$ cat config.mk
export PLATFORM = sky130hd
export DESIGN_NAME = token_scanner
export DESIGN_NICKNAME = d
export VERILOG_FILES = /design/src/design/tsc_pkg.sv /design/src/design/token_scanner.sv
export SDC_FILE = /design/constraint.sdc
export NUM_CORES = 1
export LEC_CHECK = 0
export BUFFER_PORTS_ARGS = -buffer_cell sky130_fd_sc_hd__clkbuf_2
export CORE_MARGIN = 4
export CORE_UTILIZATION = 36
export DETAILED_ROUTE_END_ITERATION = 8
export PLACE_DENSITY = 0.55
export RECOVER_POWER = 25
export SLEW_MARGIN = 10
export SYNTH_ARGS = -nofsm -noshare
export SYNTH_HDL_FRONTEND = slang
export SYNTH_SLANG_ARGS = --single-unit
$ cat constraint.sdc
create_clock -name clk -period 7 [get_ports clk]
set_input_delay 1.05 -clock clk [delete_from_list [all_inputs] [get_ports clk]]
set_output_delay 1.05 -clock clk [all_outputs]
set_load 0.1 [all_outputs]
$ cat src/design/tsc_pkg.sv
package tsc_pkg;

  localparam int POS_BITS      = 16;
  localparam int KEYWORD_CHARS = 6;
  localparam int WLEN_BITS     = $clog2(KEYWORD_CHARS + 2);
  localparam int WIDX_BITS     = $clog2(KEYWORD_CHARS);

  localparam int QDEPTH    = 4;
  localparam int QCNT_BITS = $clog2(QDEPTH + 1);
  localparam int QIDX_BITS = $clog2(QDEPTH);

  localparam logic [4:0] K_SYMBOL  = 5'd0;
  localparam logic [4:0] K_FUNC    = 5'd1;
  localparam logic [4:0] K_NATIVE  = 5'd2;
  localparam logic [4:0] K_RETURN  = 5'd3;
  localparam logic [4:0] K_INT     = 5'd4;
  localparam logic [4:0] K_FLOAT   = 5'd5;
  localparam logic [4:0] K_STRING  = 5'd6;
  localparam logic [4:0] K_CHAR    = 5'd7;
  localparam logic [4:0] K_LPAREN  = 5'd8;
  localparam logic [4:0] K_RPAREN  = 5'd9;
  localparam logic [4:0] K_COMMA   = 5'd10;
  localparam logic [4:0] K_LBRACE  = 5'd11;
  localparam logic [4:0] K_RBRACE  = 5'd12;
  localparam logic [4:0] K_PLUS    = 5'd13;
  localparam logic [4:0] K_MINUS   = 5'd14;
  localparam logic [4:0] K_STAR    = 5'd15;
  localparam logic [4:0] K_EQEQ    = 5'd16;
  localparam logic [4:0] K_ASSIGN  = 5'd17;
  localparam logic [4:0] K_COLON   = 5'd18;
  localparam logic [4:0] K_SLASH   = 5'd19;
  localparam logic [4:0] K_ERROR   = 5'd20;

  localparam logic CFG_START_LINE   = 1'b0;
  localparam logic CFG_START_COLUMN = 1'b1;

  typedef enum logic [5:0] {
    M_IDLE    = 6'b000001,
    M_COMMENT = 6'b000010,
    M_WORD    = 6'b000100,
    M_STRING  = 6'b001000,
    M_CHAR    = 6'b010000,
    M_NUMBER  = 6'b100000
  } mode_t;

  typedef struct packed {
    logic [4:0]  kind;
    logic [15:0] start_pos;
    logic [15:0] end_pos;
    logic [15:0] line_no;
    logic [15:0] column_no;
    logic        last;
  } result_t;

endpackage

$ cat src/design/token_scanner.sv
// Channel | Dir | Handshake              | Payload
// in_     | in  | in_tvalid / in_tready  | in_tdata: char_code, next_char
// out_    | out | out_tvalid / out_tready| out_tdata: token fields, out_tlast: last_result
// cfg_    | in  | cfg_wr_en              | cfg_index, cfg_wdata
//
// One character per cycle while in_tready is high: each item is scanned in the cycle
// it is accepted and its zero, one or two tokens go into a four-deep result queue.
// in_tready is high while the queue holds two tokens or fewer, so items that give
// at most one token stream at one per cycle while the output is taken; the single
// output port sets the rate to one token per cycle. Results are registered in the queue.
// Synchronous active-low reset clears the scan state and the queue.
module token_scanner import tsc_pkg::*; (
  input  logic        clk,
  input  logic        rst_n,
  input  logic        in_tvalid,
  output logic        in_tready,
  input  logic [15:0] in_tdata,   // [7:0] char_code, [15:8] next_char
  output logic        out_tvalid,
  input  logic        out_tready,
  output logic [71:0] out_tdata,  // [4:0] token_kind, [20:5] start_pos, [36:21] end_pos,
                                  // [52:37] line_no, [68:53] column_no, [71:69] zero
  output logic        out_tlast,  // last_result
  input  logic        cfg_wr_en,
  input  logic        cfg_index,
  input  logic [15:0] cfg_wdata
);

  mode_t                 mode_r, mode_nxt;
  logic [POS_BITS-1:0]   tstart_r, tstart_nxt;
  logic [POS_BITS-1:0]   pos_r, pos_nxt;
  logic [15:0]           line_r, line_nxt;
  logic [15:0]           col_r, col_nxt;
  logic [7:0]            prev_r, prev_nxt;
  logic                  dot_r, dot_nxt;
  logic [7:0]            wchars_r [KEYWORD_CHARS];
  logic [7:0]            wchars_nxt [KEYWORD_CHARS];
  logic [WLEN_BITS-1:0]  wlen_r, wlen_nxt;

  result_t               q_r [QDEPTH];
  result_t               q_nxt [QDEPTH];
  logic [QCNT_BITS-1:0]  cnt_r, cnt_nxt;

  logic [7:0]            c, nx;
  logic                  accept, pop;
  logic                  close_v, open_v, consumed, err;
  logic [4:0]            close_kind, open_kind;
  logic [POS_BITS-1:0]   pos_prev;
  mode_t                 mode_mid;
  result_t               res0, res1;
  logic [QCNT_BITS-1:0]  base;
  logic [4:0]            word_kind;

  function automatic logic is_digit(input logic [7:0] ch);
    return ch >= "0" && ch <= "9";
  endfunction

  function automatic logic is_alpha(input logic [7:0] ch);
    return (ch >= "a" && ch <= "z") || (ch >= "A" && ch <= "Z");
  endfunction

  function automatic logic [15:0] col_load(input logic [15:0] sc);
    return (sc != 16'd0) ? sc - 16'd1 : 16'd0;
  endfunction

  assign c        = in_tdata[7:0];
  assign nx       = in_tdata[15:8];
  assign accept   = in_tvalid && in_tready;
  assign pop      = out_tvalid && out_tready;
  assign pos_prev = pos_r - 1'b1;

  always_comb begin
    word_kind = K_SYMBOL;
    if (wlen_r == WLEN_BITS'(4) && wchars_r[0] == "f" && wchars_r[1] == "u" &&
        wchars_r[2] == "n" && wchars_r[3] == "c")
      word_kind = K_FUNC;
    else if (wlen_r == WLEN_BITS'(6) && wchars_r[0] == "n" && wchars_r[1] == "a" &&
             wchars_r[2] == "t" && wchars_r[3] == "i" && wchars_r[4] == "v" &&
             wchars_r[5] == "e")
      word_kind = K_NATIVE;
    else if (wlen_r == WLEN_BITS'(6) && wchars_r[0] == "r" && wchars_r[1] == "e" &&
             wchars_r[2] == "t" && wchars_r[3] == "u" && wchars_r[4] == "r" &&
             wchars_r[5] == "n")
      word_kind = K_RETURN;
  end

  // scan step for the item on the input
  always_comb begin
    line_nxt   = line_r;
    col_nxt    = col_r;
    mode_mid   = mode_r;
    dot_nxt    = dot_r;
    wchars_nxt = wchars_r;
    wlen_nxt   = wlen_r;
    tstart_nxt = tstart_r;
    close_v    = 1'b0;
    close_kind = K_SYMBOL;
    open_v     = 1'b0;
    open_kind  = K_SYMBOL;
    consumed   = 1'b0;
    err        = 1'b0;

    if (c == "\n") begin
      if (line_r != 16'hFFFF) line_nxt = line_r + 16'd1;
      col_nxt = 16'd1;
    end else if (col_r != 16'hFFFF) begin
      col_nxt = col_r + 16'd1;
    end

    case (mode_r)
      M_COMMENT: begin
        if (c == "\n") mode_mid = M_IDLE;
      end
      M_NUMBER: begin
        if (dot_r) begin
          if (!is_digit(c)) begin
            close_v = 1'b1; close_kind = K_FLOAT; mode_mid = M_IDLE;
          end
        end else if (c == ".") begin
          dot_nxt = 1'b1;
        end else if (!is_digit(c)) begin
          close_v = 1'b1; close_kind = K_INT; mode_mid = M_IDLE;
        end
      end
      M_WORD: begin
        if (is_alpha(c) || is_digit(c)) begin
          if (wlen_r < WLEN_BITS'(KEYWORD_CHARS)) wchars_nxt[wlen_r[WIDX_BITS-1:0]] = c;
          if (wlen_r < WLEN_BITS'(KEYWORD_CHARS + 1)) wlen_nxt = wlen_r + 1'b1;
        end else begin
          close_v = 1'b1; close_kind = word_kind; mode_mid = M_IDLE;
        end
      end
      M_STRING: begin
        if (c == "\"" && prev_r != "\\") begin
          close_v = 1'b1; close_kind = K_STRING; mode_mid = M_IDLE; consumed = 1'b1;
        end
      end
      M_CHAR: begin
        if (c == "'" && prev_r != "\\") begin
          close_v = 1'b1; close_kind = K_CHAR; mode_mid = M_IDLE; consumed = 1'b1;
        end
      end
      default: mode_mid = M_IDLE;
    endcase

    mode_nxt = mode_mid;
    if (mode_mid == M_IDLE && !consumed) begin
      tstart_nxt = pos_r;
      case (c)
        "'":  mode_nxt = M_CHAR;
        "\"": mode_nxt = M_STRING;
        "(":  begin open_v = 1'b1; open_kind = K_LPAREN; end
        ")":  begin open_v = 1'b1; open_kind = K_RPAREN; end
        ",":  begin open_v = 1'b1; open_kind = K_COMMA;  end
        "{":  begin open_v = 1'b1; open_kind = K_LBRACE; end
        "}":  begin open_v = 1'b1; open_kind = K_RBRACE; end
        "+":  begin open_v = 1'b1; open_kind = K_PLUS;   end
        "-":  begin open_v = 1'b1; open_kind = K_MINUS;  end
        "*":  begin open_v = 1'b1; open_kind = K_STAR;   end
        ":":  begin open_v = 1'b1; open_kind = K_COLON;  end
        "=": begin
          if (prev_r == "=") begin
            open_v = 1'b1; open_kind = K_EQEQ;
          end else if (nx != "=") begin
            open_v = 1'b1; open_kind = K_ASSIGN;
          end
        end
        "/": begin
          if (prev_r == "/") mode_nxt = M_COMMENT;
          else if (nx != "/") begin
            open_v = 1'b1; open_kind = K_SLASH;
          end
        end
        "\t", "\n", " ": ;
        default: begin
          if (is_alpha(c) || c == "_") begin
            mode_nxt      = M_WORD;
            wchars_nxt[0] = c;
            wlen_nxt      = WLEN_BITS'(1);
          end else if (is_digit(c)) begin
            mode_nxt = M_NUMBER;
            dot_nxt  = 1'b0;
          end else if (c == ".") begin
            mode_nxt = M_NUMBER;
            dot_nxt  = 1'b1;
          end else begin
            open_v = 1'b1; open_kind = K_ERROR; err = 1'b1;
          end
        end
      endcase
    end

    prev_nxt = err ? prev_r : c;
    pos_nxt  = pos_r + 1'b1;
  end

  // pack the results in order: closed token first, then the one this char starts
  always_comb begin
    result_t ropen, rclose;
    ropen.kind      = open_kind;
    ropen.start_pos = 16'(pos_r);
    ropen.end_pos   = 16'(pos_r);
    ropen.line_no   = line_nxt;
    ropen.column_no = col_nxt;
    ropen.last      = 1'b1;
    rclose.kind      = close_kind;
    rclose.start_pos = 16'(tstart_r);
    rclose.end_pos   = 16'(pos_prev);
    rclose.line_no   = line_nxt;
    rclose.column_no = col_nxt;
    rclose.last      = !open_v;
    res0 = close_v ? rclose : ropen;
    res1 = ropen;
  end

  // result queue: head at entry 0, shifts down on each pop
  always_comb begin
    q_nxt   = q_r;
    cnt_nxt = cnt_r;
    base    = cnt_r;
    if (pop) begin
      for (int i = 0; i < QDEPTH - 1; i++) q_nxt[i] = q_r[i+1];
      base = cnt_r - 1'b1;
    end
    cnt_nxt = base;
    if (accept) begin
      if (close_v || open_v) q_nxt[base[QIDX_BITS-1:0]] = res0;
      if (close_v && open_v) q_nxt[base[QIDX_BITS-1:0] + 1'b1] = res1;
      cnt_nxt = base + QCNT_BITS'(close_v) + QCNT_BITS'(open_v);
    end
  end

  assign in_tready  = cnt_r <= QCNT_BITS'(QDEPTH - 2);
  assign out_tvalid = cnt_r != '0;
  assign out_tdata  = {3'b000, q_r[0].column_no, q_r[0].line_no, q_r[0].end_pos,
                       q_r[0].start_pos, q_r[0].kind};
  assign out_tlast  = q_r[0].last;

  always_ff @(posedge clk) begin
    if (!rst_n) begin
      mode_r   <= M_IDLE;
      tstart_r <= '0;
      pos_r    <= '0;
      line_r   <= 16'd1;
      col_r    <= 16'd0;
      prev_r   <= 8'd0;
      dot_r    <= 1'b0;
      wlen_r   <= '0;
      cnt_r    <= '0;
    end else begin
      cnt_r <= cnt_nxt;
      if (accept) begin
        mode_r   <= mode_nxt;
        tstart_r <= tstart_nxt;
        pos_r    <= pos_nxt;
        prev_r   <= prev_nxt;
        dot_r    <= dot_nxt;
        wlen_r   <= wlen_nxt;
      end
      // a register write also reloads its counter
      if (cfg_wr_en && cfg_index == CFG_START_LINE) line_r <= cfg_wdata;
      else if (accept) line_r <= line_nxt;
      if (cfg_wr_en && cfg_index == CFG_START_COLUMN) col_r <= col_load(cfg_wdata);
      else if (accept) col_r <= col_nxt;
    end
  end

  // payload registers, no reset
  always_ff @(posedge clk) begin
    q_r <= q_nxt;
    if (accept) wchars_r <= wchars_nxt;
  end

`ifndef SYNTHESIS
  a_no_overflow: assert property (@(posedge clk) disable iff (!rst_n)
    accept |-> cnt_r <= QCNT_BITS'(QDEPTH - 2))
    else $error("item accepted with too little queue room");

  a_pair_follows: assert property (@(posedge clk) disable iff (!rst_n)
    pop && !out_tlast |=> out_tvalid)
    else $error("second token of an item missing");

  a_pos_step: assert property (@(posedge clk) disable iff (!rst_n)
    accept |=> pos_r == POS_BITS'($past(pos_r) + 1'b1))
    else $error("position did not advance by one");

  a_wlen_sat: assert property (@(posedge clk) disable iff (!rst_n)
    wlen_r <= WLEN_BITS'(KEYWORD_CHARS + 1))
    else $error("word length beyond saturation");

  a_cnt_bound: assert property (@(posedge clk) disable iff (!rst_n)
    cnt_r <= QCNT_BITS'(QDEPTH))
    else $error("queue count beyond depth");
`endif

endmodule

== Yosys cells after proc, flatten, opt, wreduce, memory -nomap -nowiden ==
Cells that the tools add are included.

* Bitwise operators: 5
* Equal/unequal tests: 48
* Reduce and logical (&&, ||, !) cells: 47
* $add $sub $neg: 10
* Multiplexer cells: 99
* $lt $le $gt $ge: 15

{| class="wikitable"
|+ Operators by type and width
! operator !! number
|-
| two-way mux 280 bit || 4
|-
| bitwise mux 280 bit || 2
|-
| demux 70 bit (select 2 bit) || 2
|-
| two-way mux 210 bit || 1
|-
| two-way mux 70 bit || 3
|-
| equality test 8 x 7 -> 1 bit (second input constant) || 18
|-
| two-way mux 16 bit || 9
|-
| two-way mux 48 bit || 3
|-
| equality test 8 x 6 -> 1 bit (second input constant) || 15
|-
| two-way mux 6 bit || 12
|-
| case mux 5 bit (12 select lines) || 1
|-
| two-way mux 5 bit || 11
|-
| adder 16 x 1 -> 16 bit (second input constant) || 3
|-
| bitwise mux 48 bit || 1
|-
| two-way mux 3 bit || 13
|-
| two-way mux 8 bit || 4
|-
| != test 16 bit (second input constant) || 2
|-
| subtractor 16 x 1 -> 16 bit (second input constant) || 2
|-
| logical AND 1 bit || 30
|-
| case mux 6 bit (5 select lines) || 1
|-
| demux 8 bit (select 3 bit) || 1
|-
| two-way mux 1 bit || 24
|-
| case mux 6 bit (4 select lines) || 1
|-
| case mux 5 bit (4 select lines) || 1
|-
| 41 further kinds || 60
|}

* Input port bits: 38
* Register bits after elaboration: 413
* Output and inout bits: 75

== Logic depth before layout (Yosys ltp) ==
Gate-level depths: netlist of the first run.

* Depth in word-level cells: 19
* Depth in mapped cells: 14
* Gate-level depth less buffers: 11

== Least setup slack after synthesis of the first run ==
Ideal clock, no wire load.

* Path type: input port to flip-flop
* Start point: input in_tvalid
* End point: register q_r, in the netlist out_tdata[2]
* Setup time: 0.277 ns
* Required time: 6.723 ns
* Cell stages on the path: 5
* Path slack: 2.380 ns
* Data arrival time: 4.343 ns
* Cells stage by stage: o211ai_1 > clkinv_1 > clkbuf_1 > clkbuf_1 > a32oi_1

{| class="wikitable"
|+ RTL lines
! what !! RTL line !! text
|-
| start, declared || token_scanner.sv:15 || <nowiki>input logic in_tvalid,</nowiki>
|-
| end signal, assigned || token_scanner.sv:269 || <nowiki>q_r <= q_nxt;</nowiki>
|-
| end, declared || token_scanner.sv:39 || <nowiki>result_t q_r [QDEPTH];</nowiki>
|}

==> flow_summary.json, run 1 <==
{
  "firstDrtPassIters": 5,
  "crit_buf_inv": 2,
  "ys_top_cells_by_area": "dfxtp_1, edfxtp_1, mux2i_1",
  "place_congestion": 0.869,
  "grt.overflow.total": 0,
  "drive_gt1_frac": 0.114,
  "die_h_um": 255,
  "worstSetupEndpointType": "flip-flop",
  "synth_most_common_cell": "mux2i_1",
  "cts-htree-levels": 2,
  "tritoncts": "yes",
  "vdd_drop_max_mv": 0.301,
  "grt_max_degree": 102,
  "die_w_um": 255,
  "post_cts_buffers": 0,
  "avgSynthCellArea_um2": 10.1,
  "io_buffers": 109,
  "worstSetupStartpoint": "in_tdata[5]",
  "period_needed_ns": 5.21,
  "tightest_slew_ns": 1.35,
  "critPathMaxStageDelay_ns": 0.94,
  "powerDensity_nw_per_um2": 466,
  "met3_usage": 0.0284,
  "worst_hold_slack_ns": 0.474,
  "finalSetupTns_ns": 0,
  "finClkSkew_ns": 0.0236,
  "grt_first_pass_wirelength_mm": 98.9,
  "fin_nets": 2178,
  "cp_max_fo": 33,
  "dieArea_um2": 65100,
  "critical_path_class": "in -> reg",
  "synth_edf_count": 118,
  "r2r-start": "mode_r[5]$_SDFFE_PN0P_",
  "hold_violations": 0,
  "worstSkewPairLatency_ns": 0.59,
  "ys_seq_area_frac": 0.430,
  "yosys.area.top_type": "dfxtp_1",
  "drt-wirelength-per-cell_um": 21.7,
  "cts_resized": 0,
  "synth_seq_cells": 413,
  "syn_inst": 2181,
  "antenna_left": 0,
  "max-slew-margin-rel": 0.102,
  "met2_usage": 0.303,
  "clock.fmax_ghz": 0.192,
  "finalCritPeriodShare": 0.745,
  "hpwl_mm": 41.2,
  "yosysUniqueCellTypes": 102,
  "critical_path.startpoint_type": "input port",
  "use_met1": 0.266,
  "hold_start": "q_r[70]$_DFF_P_",
  "drt-initial-drc-count": 1303,
  "area_delta_synth_final_pct": 8.80,
  "vias_per_cell": 5.81,
  "track_usage": 0.190,
  "antenna_found_initial": 1,
  "yosysTopAreaCellShare": 0.269,
  "setup_viol": 0,
  "status": "complete, no violations",
  "io_pins": 113,
  "core_area_um2": 60400,
  "start_util": 0.364,
  "drc_errors": 0,
  "rsz0062_at_grt": "false",
  "required_ns": 7.40,
  "clock_path_buffers": 3,
  "grt_pass1_vias": 16900,
  "hold_path.class": "reg -> reg",
  "synthFlopType": "dfxtp_1",
  "via_count": 17100,
  "worstPathCellList": "clkbuf_1, nor4b_4, nand3b_1, o32a_1, buf_4, and4_4, a21oi_2, a22o_2, o221ai_1",
  "cts-root-buf": "clkbuf_16",
  "rrSetupSlack_ns": 2.60,
  "worstPathArrival_ns": 5.62,
  "cts_buffers": 46,
  "clk_pin_slew_ns": 0.06,
  "yosysWarnings": 0,
  "drt-total-wl_mm": 63.9,
  "slew_violations": 0,
  "holdBufCountCts": 0,
  "critPathSlowestCell": "a22o_2",
  "cap_violations": 0,
  "busiest_layer": "met2",
  "clock-sinks": 413,
  "ys_top_cells_by_count": "mux2i_1, dfxtp_1, nand2_1",
  "p_leak_uw": 0.00878,
  "synthArstFlopShare": 0,
  "std_cell_rows": 90,
  "crit_family": "compound AO/OA/AOI/OAI gates",
  "syn-cell-area_um2": 22000
}
## routing by layer
| metal | vias up | part of all wire |
|---|---|---|
| met5 | - | 0 |
| met4 | 0 | 0.026 |
| met3 | 108 | 0.056 |
| met2 | 490 | 0.45 |
| met1 | 8399 | 0.46 |
| li1 | 8130 | - |
## layout by cell type (no fill, tap or decap), types with 12 or more instances in the layout
cell,instances
ha_1,12
nand3_1,98
nor3_1,60
a32oi_1,17
nor2_1,103
nor4_1,21
o221ai_1,46
inv_1,25
a21oi_1,70
clkbuf_2,35
a211oi_1,15
mux2i_1,339
nor2b_1,16
a22oi_1,51
edfxtp_1,118
o21ai_0,40
xnor2_1,35
dfxtp_1,295
mux2_2,12
o211ai_1,20
clkbuf_1,80
nand2_1,136
buf_4,31
o22ai_1,53
xor2_1,29
o21ai_1,12
o221a_2,32
clkbuf_16,47
nand2b_1,17
nand4_1,27
## worst paths after layout
path | to | cells after the start
max | q_r[178]$_DFF_P_ | 9
min reg2reg | q_r[140]$_DFF_P_ | 2
min | q_r[140]$_DFF_P_ | 2
max reg2reg | q_r[178]$_DFF_P_ | 8
## through the flow
stage	instance area [um2]	utilization	setup slack (ns)	power, uW	std cells
finish	23900	0.396	1.79	11200	2948
global route	23900	0.396	1.58	11800	2948
CTS	24000	0.398	2.19	11300	2947
detailed placement	22500	0.373	1.56	8850	2861
global placement	22500	0.373	1.77	8730	2861
floorplan	22000	-	2.38	7990	2183
## report_power, final
| part | total [uW] | switching, uW | leakage [uW] | internal, uW |
|---|---|---|---|---|
| registers | 3990 | 518 | 0.00357 | 3470 |
| clock network | 2390 | 1030 | 0.000719 | 1360 |
| logic | 4780 | 3300 | 0.00450 | 1490 |
## tightest hold or removal path, delay by kind of cell (launching register included)
| kind | cells | cell delay (ns) |
|---|---|---|
| DFF | 1 | 0.31 |
| and+or+nand+nor | 1 | 0.06 |
| AOI/OAI and AO/OA | 1 | 0.07 |
## cell families after synthesis
family | count (synthesis) | synth area share
AO/OA/AOI/OAI | 485 | 0.172
buffers and inverters | 277 | 0.0668
multiplexers | 351 | 0.160
AND/OR/NAND/NOR | 577 | 0.137
other | 1 | 0.000171
XOR/XNOR | 64 | 0.0255
adder cells (fa/ha/maj) | 13 | 0.00774
flip-flops | 413 | 0.430
## cell type report
type / count / area (um2)
tap: 782 / 978
clock inverter: 28 / 214
fill: 5910 / 36400
clock buffer: 58 / 1270
inverter: 31 / 121
antenna: 1 / 2.50
multi-input combinational: 1493 / 11200
sequential: 413 / 9450
timing repair buffer: 142 / 726
## sequential cells by signal, summed over array words and instances, names as in the netlist, named ones only
signal,count
cnt_r,3
col_r,16
dot_r,1
line_r,16
mode_r,6
out_tdata,69
out_tlast,1
pos_r,16
prev_r,8
q_r,210
tstart_r,16
wchars_r,8
wlen_r,3
(Power assumes the default switching activity.)
==> inputs of run 2 (changes only) <==
--- a/config.mk
+++ b/config.mk
@@ -5,11 +5,12 @@
 export SDC_FILE = /design/constraint.sdc
 export NUM_CORES = 1
 export LEC_CHECK = 0
+export ABC_AREA = 1
 export BUFFER_PORTS_ARGS = -buffer_cell sky130_fd_sc_hd__clkbuf_2
 export CORE_MARGIN = 4
 export CORE_UTILIZATION = 36
 export DETAILED_ROUTE_END_ITERATION = 8
-export PLACE_DENSITY = 0.55
+export PLACE_DENSITY = 0.54
 export RECOVER_POWER = 25
 export SLEW_MARGIN = 10
 export SYNTH_ARGS = -nofsm -noshare
==> constraint.sdc (replaced) <==
create_clock -name clk -period 4.9 [get_ports clk]
set_input_delay 0.735 -clock clk [delete_from_list [all_inputs] [get_ports clk]]
set_output_delay 0.735 -clock clk [all_outputs]
set_load 0.1 [all_outputs]
==> flow_summary.json, run 2 <==
{
  "firstDrtPassIters": 5,
  "worstPathArrival_ns": 4.73,
  "finalNonFillerCells": 4536,
  "required_ns": 5.41,
  "finClkSkew_ns": 0.0502,
  "yosysWarnings": 0,
  "synth-xor-area-share": 0.0158,
  "cts_buffers": 51,
  "p_leak_uw": 0.0125,
  "clock_path_buffers": 3,
  "std_cell_rows": 96,
  "synth_top_family_by_area": "simple AND/OR/NAND/NOR gates",
  "hpwl_mm": 49.0,
  "grt.overflow.total": 0,
  "drc_errors": 0,
  "rsz0062_at_grt": "false",
  "yosysTopAreaCellShare": 0.237,
  "drive_gt1_frac": 0.0940,
  "ys_seq_area_frac": 0.379,
  "io_buffers": 109,
  "syn-cell-area_um2": 24900,
  "die_w_um": 271,
  "worstSkewPairLatency_ns": 0.62,
  "synth-compound-area-share": 0.121,
  "dp.cells": 4440,
  "worstSetupEndpointType": "flip-flop",
  "largest_register_ffs": 210,
  "finalCritPeriodShare": 0.861,
  "synthArstFlopShare": 0,
  "post_cts_buffers": 0,
  "status": "finished, violations left",
  "critical_path_class": "reg -> reg",
  "synth_fa_ha_area_frac": 0.00683,
  "fin_nets": 3613,
  "via_count": 22900,
  "diodes": 0,
  "synth_most_common_cell": "nand2_1",
  "vias_per_cell": 5.04,
  "hold_start": "cfg_wdata[0]",
  "antenna_left": 0,
  "grt_first_pass_wirelength_mm": 121,
  "holdBufCountCts": 0,
  "yosys.area.top_type": "dfxtp_1",
  "tightest_slew_ns": 2.03,
  "yosysUniqueCellTypes": 53,
  "io_pins": 113,
  "clk_pin_slew_ns": 0.06,
  "finalPower_uw": 20200,
  "ys_top_cells_by_count": "nand2_1, dfxtp_1, nor2_1",
  "cap_violations": 2,
  "tritoncts": "yes",
  "hold_violations": 0,
  "antenna_found_initial": 1,
  "syn_inst": 3639,
  "grt_pass1_vias": 21200,
  "drt-wirelength-per-cell_um": 17.0,
  "hold_path.class": "in -> reg",
  "avgSynthCellArea_um2": 6.84,
  "placedInstanceArea_um2": 25500,
  "r2r-start": "cnt_r[0]$_SDFF_PN0_",
  "cp_max_fo": 38,
  "final_cell_area_um2": 27200,
  "core_area_um2": 68600,
  "vdd_drop_max_mv": 0.404,
  "grt_max_degree": 192,
  "regMostFlops": "q_r",
  "muxShareOfSynthArea": 0.0585,
  "drt-total-wl_mm": 77.2,
  "slew_violations": 70,
  "dieArea_um2": 73400,
  "worst_hold_slack_ns": 0.419,
  "failed_checks": "max-capacitance violations, max-slew violations",
  "drt-initial-drc-count": 2044,
  "max-slew-margin-rel": -0.352,
  "synthFlopType": "dfxtp_1",
  "cts-root-buf": "clkbuf_16",
  "ys_top_cells_by_area": "dfxtp_1, nand2_1, edfxtp_1",
  "cts-htree-levels": 2,
  "place_congestion": 0.897,
  "cts_resized": 0,
  "track_usage": 0.203,
  "powerDensity_nw_per_um2": 741,
  "final_cell_mix": "nand2_1, dfxtp_1, nor2_1",
  "worstSetupStartpoint": "cnt_r[0]$_SDFF_PN0_",
  "period_needed_ns": 4.22,
  "setup_viol": 0,
  "die_h_um": 271,
  "area_delta_synth_final_pct": 9.39,
  "layout_commonest_cell": "nand2_1",
  "synth_seq_cells": 413,
  "synth_edf_count": 118,
  "clock-sinks": 413,
  "synthSimpleGateAreaFrac": 0.315,
  "clock.fmax_ghz": 0.237,
  "start_util": 0.363,
  "critical_path.startpoint_type": "flip-flop",
  "finalSetupTns_ns": 0
}
## run 2: changes by cell type after synthesis, sizes merged, moves of 33 or more
cell and delta:
a21oi +169, a22oi -51, buf +42, inv +249
mux2 +113, mux2i -334, nand2 +1113, nand3 +146
nand4 +33, nor2 +171, o21ai +235, o221a -34
o221ai -41, o22ai -47
## run 2: logic make-up (layout without fill, tap and decap cells)
kind of cell | Yosys count | in the layout
XOR/XNOR | 45 | 45
flip-flops | 413 | 413
adder cells (fa/ha/maj) | 13 | 13
AND/OR/NAND/NOR | 1891 | 1891
other | 1 | 3
multiplexers | 130 | 130
AO/OA/AOI/OAI | 583 | 583
buffers and inverters | 563 | 527
## run 2: area by class of cell
class                           instances  area, um2
Fill cell                            7269      41300
Multi-Input combinational cell       2665      12900
Sequential cell                       413       9450
Clock buffer                           70       1450
Tap cell                              931       1160
Inverter                              279       1060
Timing Repair Buffer                  152        803
Clock inverter                         26        372
## run 2: path summary, 6_finish.rpt
check,end,slack (ns),depth (start not counted)
max,pos_r[4]$_SDFFE_PN0P_,0.68,10
min,line_r[0]$_SDFFE_PN1P_,0.42,3
max reg2reg,pos_r[4]$_SDFFE_PN0P_,0.68,10
min reg2reg,prev_r[5]$_SDFFE_PN0P_,0.48,2
## run 2: critical path, cell delays in order (launching register included)
cell	delay (ns)
dfxtp_1	0.31
inv_1	0.08
ha_1	0.21
nor2_1	0.10
nor2_1	0.09
nand2_1	1.21
clkbuf_1	1.53
nor3_1	0.21
nand3_1	0.16
nand2_1	0.06
a21oi_1	0.11
## run 2: per-stage QoR
stage	util	setup slack [ns]
2_1_floorplan	-	0.412
3_3_place_gp	0.372	0.679
3_5_place_dp	0.372	0.653
4_1_cts	0.399	0.981
5_1_grt	0.397	0.349
6_report	0.397	0.680
## run 2: where the power goes
group	leakage (uW)	internal (uW)	total [uW]	switching [uW]
combinational	0.00804	2960	10300	7360
clock	0.000889	2410	4050	1630
sequential	0.00357	5080	5830	750
## run 2: metal layers
layer  vias up  track usage  wire length [um]
met3       100       0.0275              4120
met4         0       0.0537              1620
met2       603        0.320             33800
li1      11700            -                 -
met5         -            0                 0
met1     10500        0.292             37600
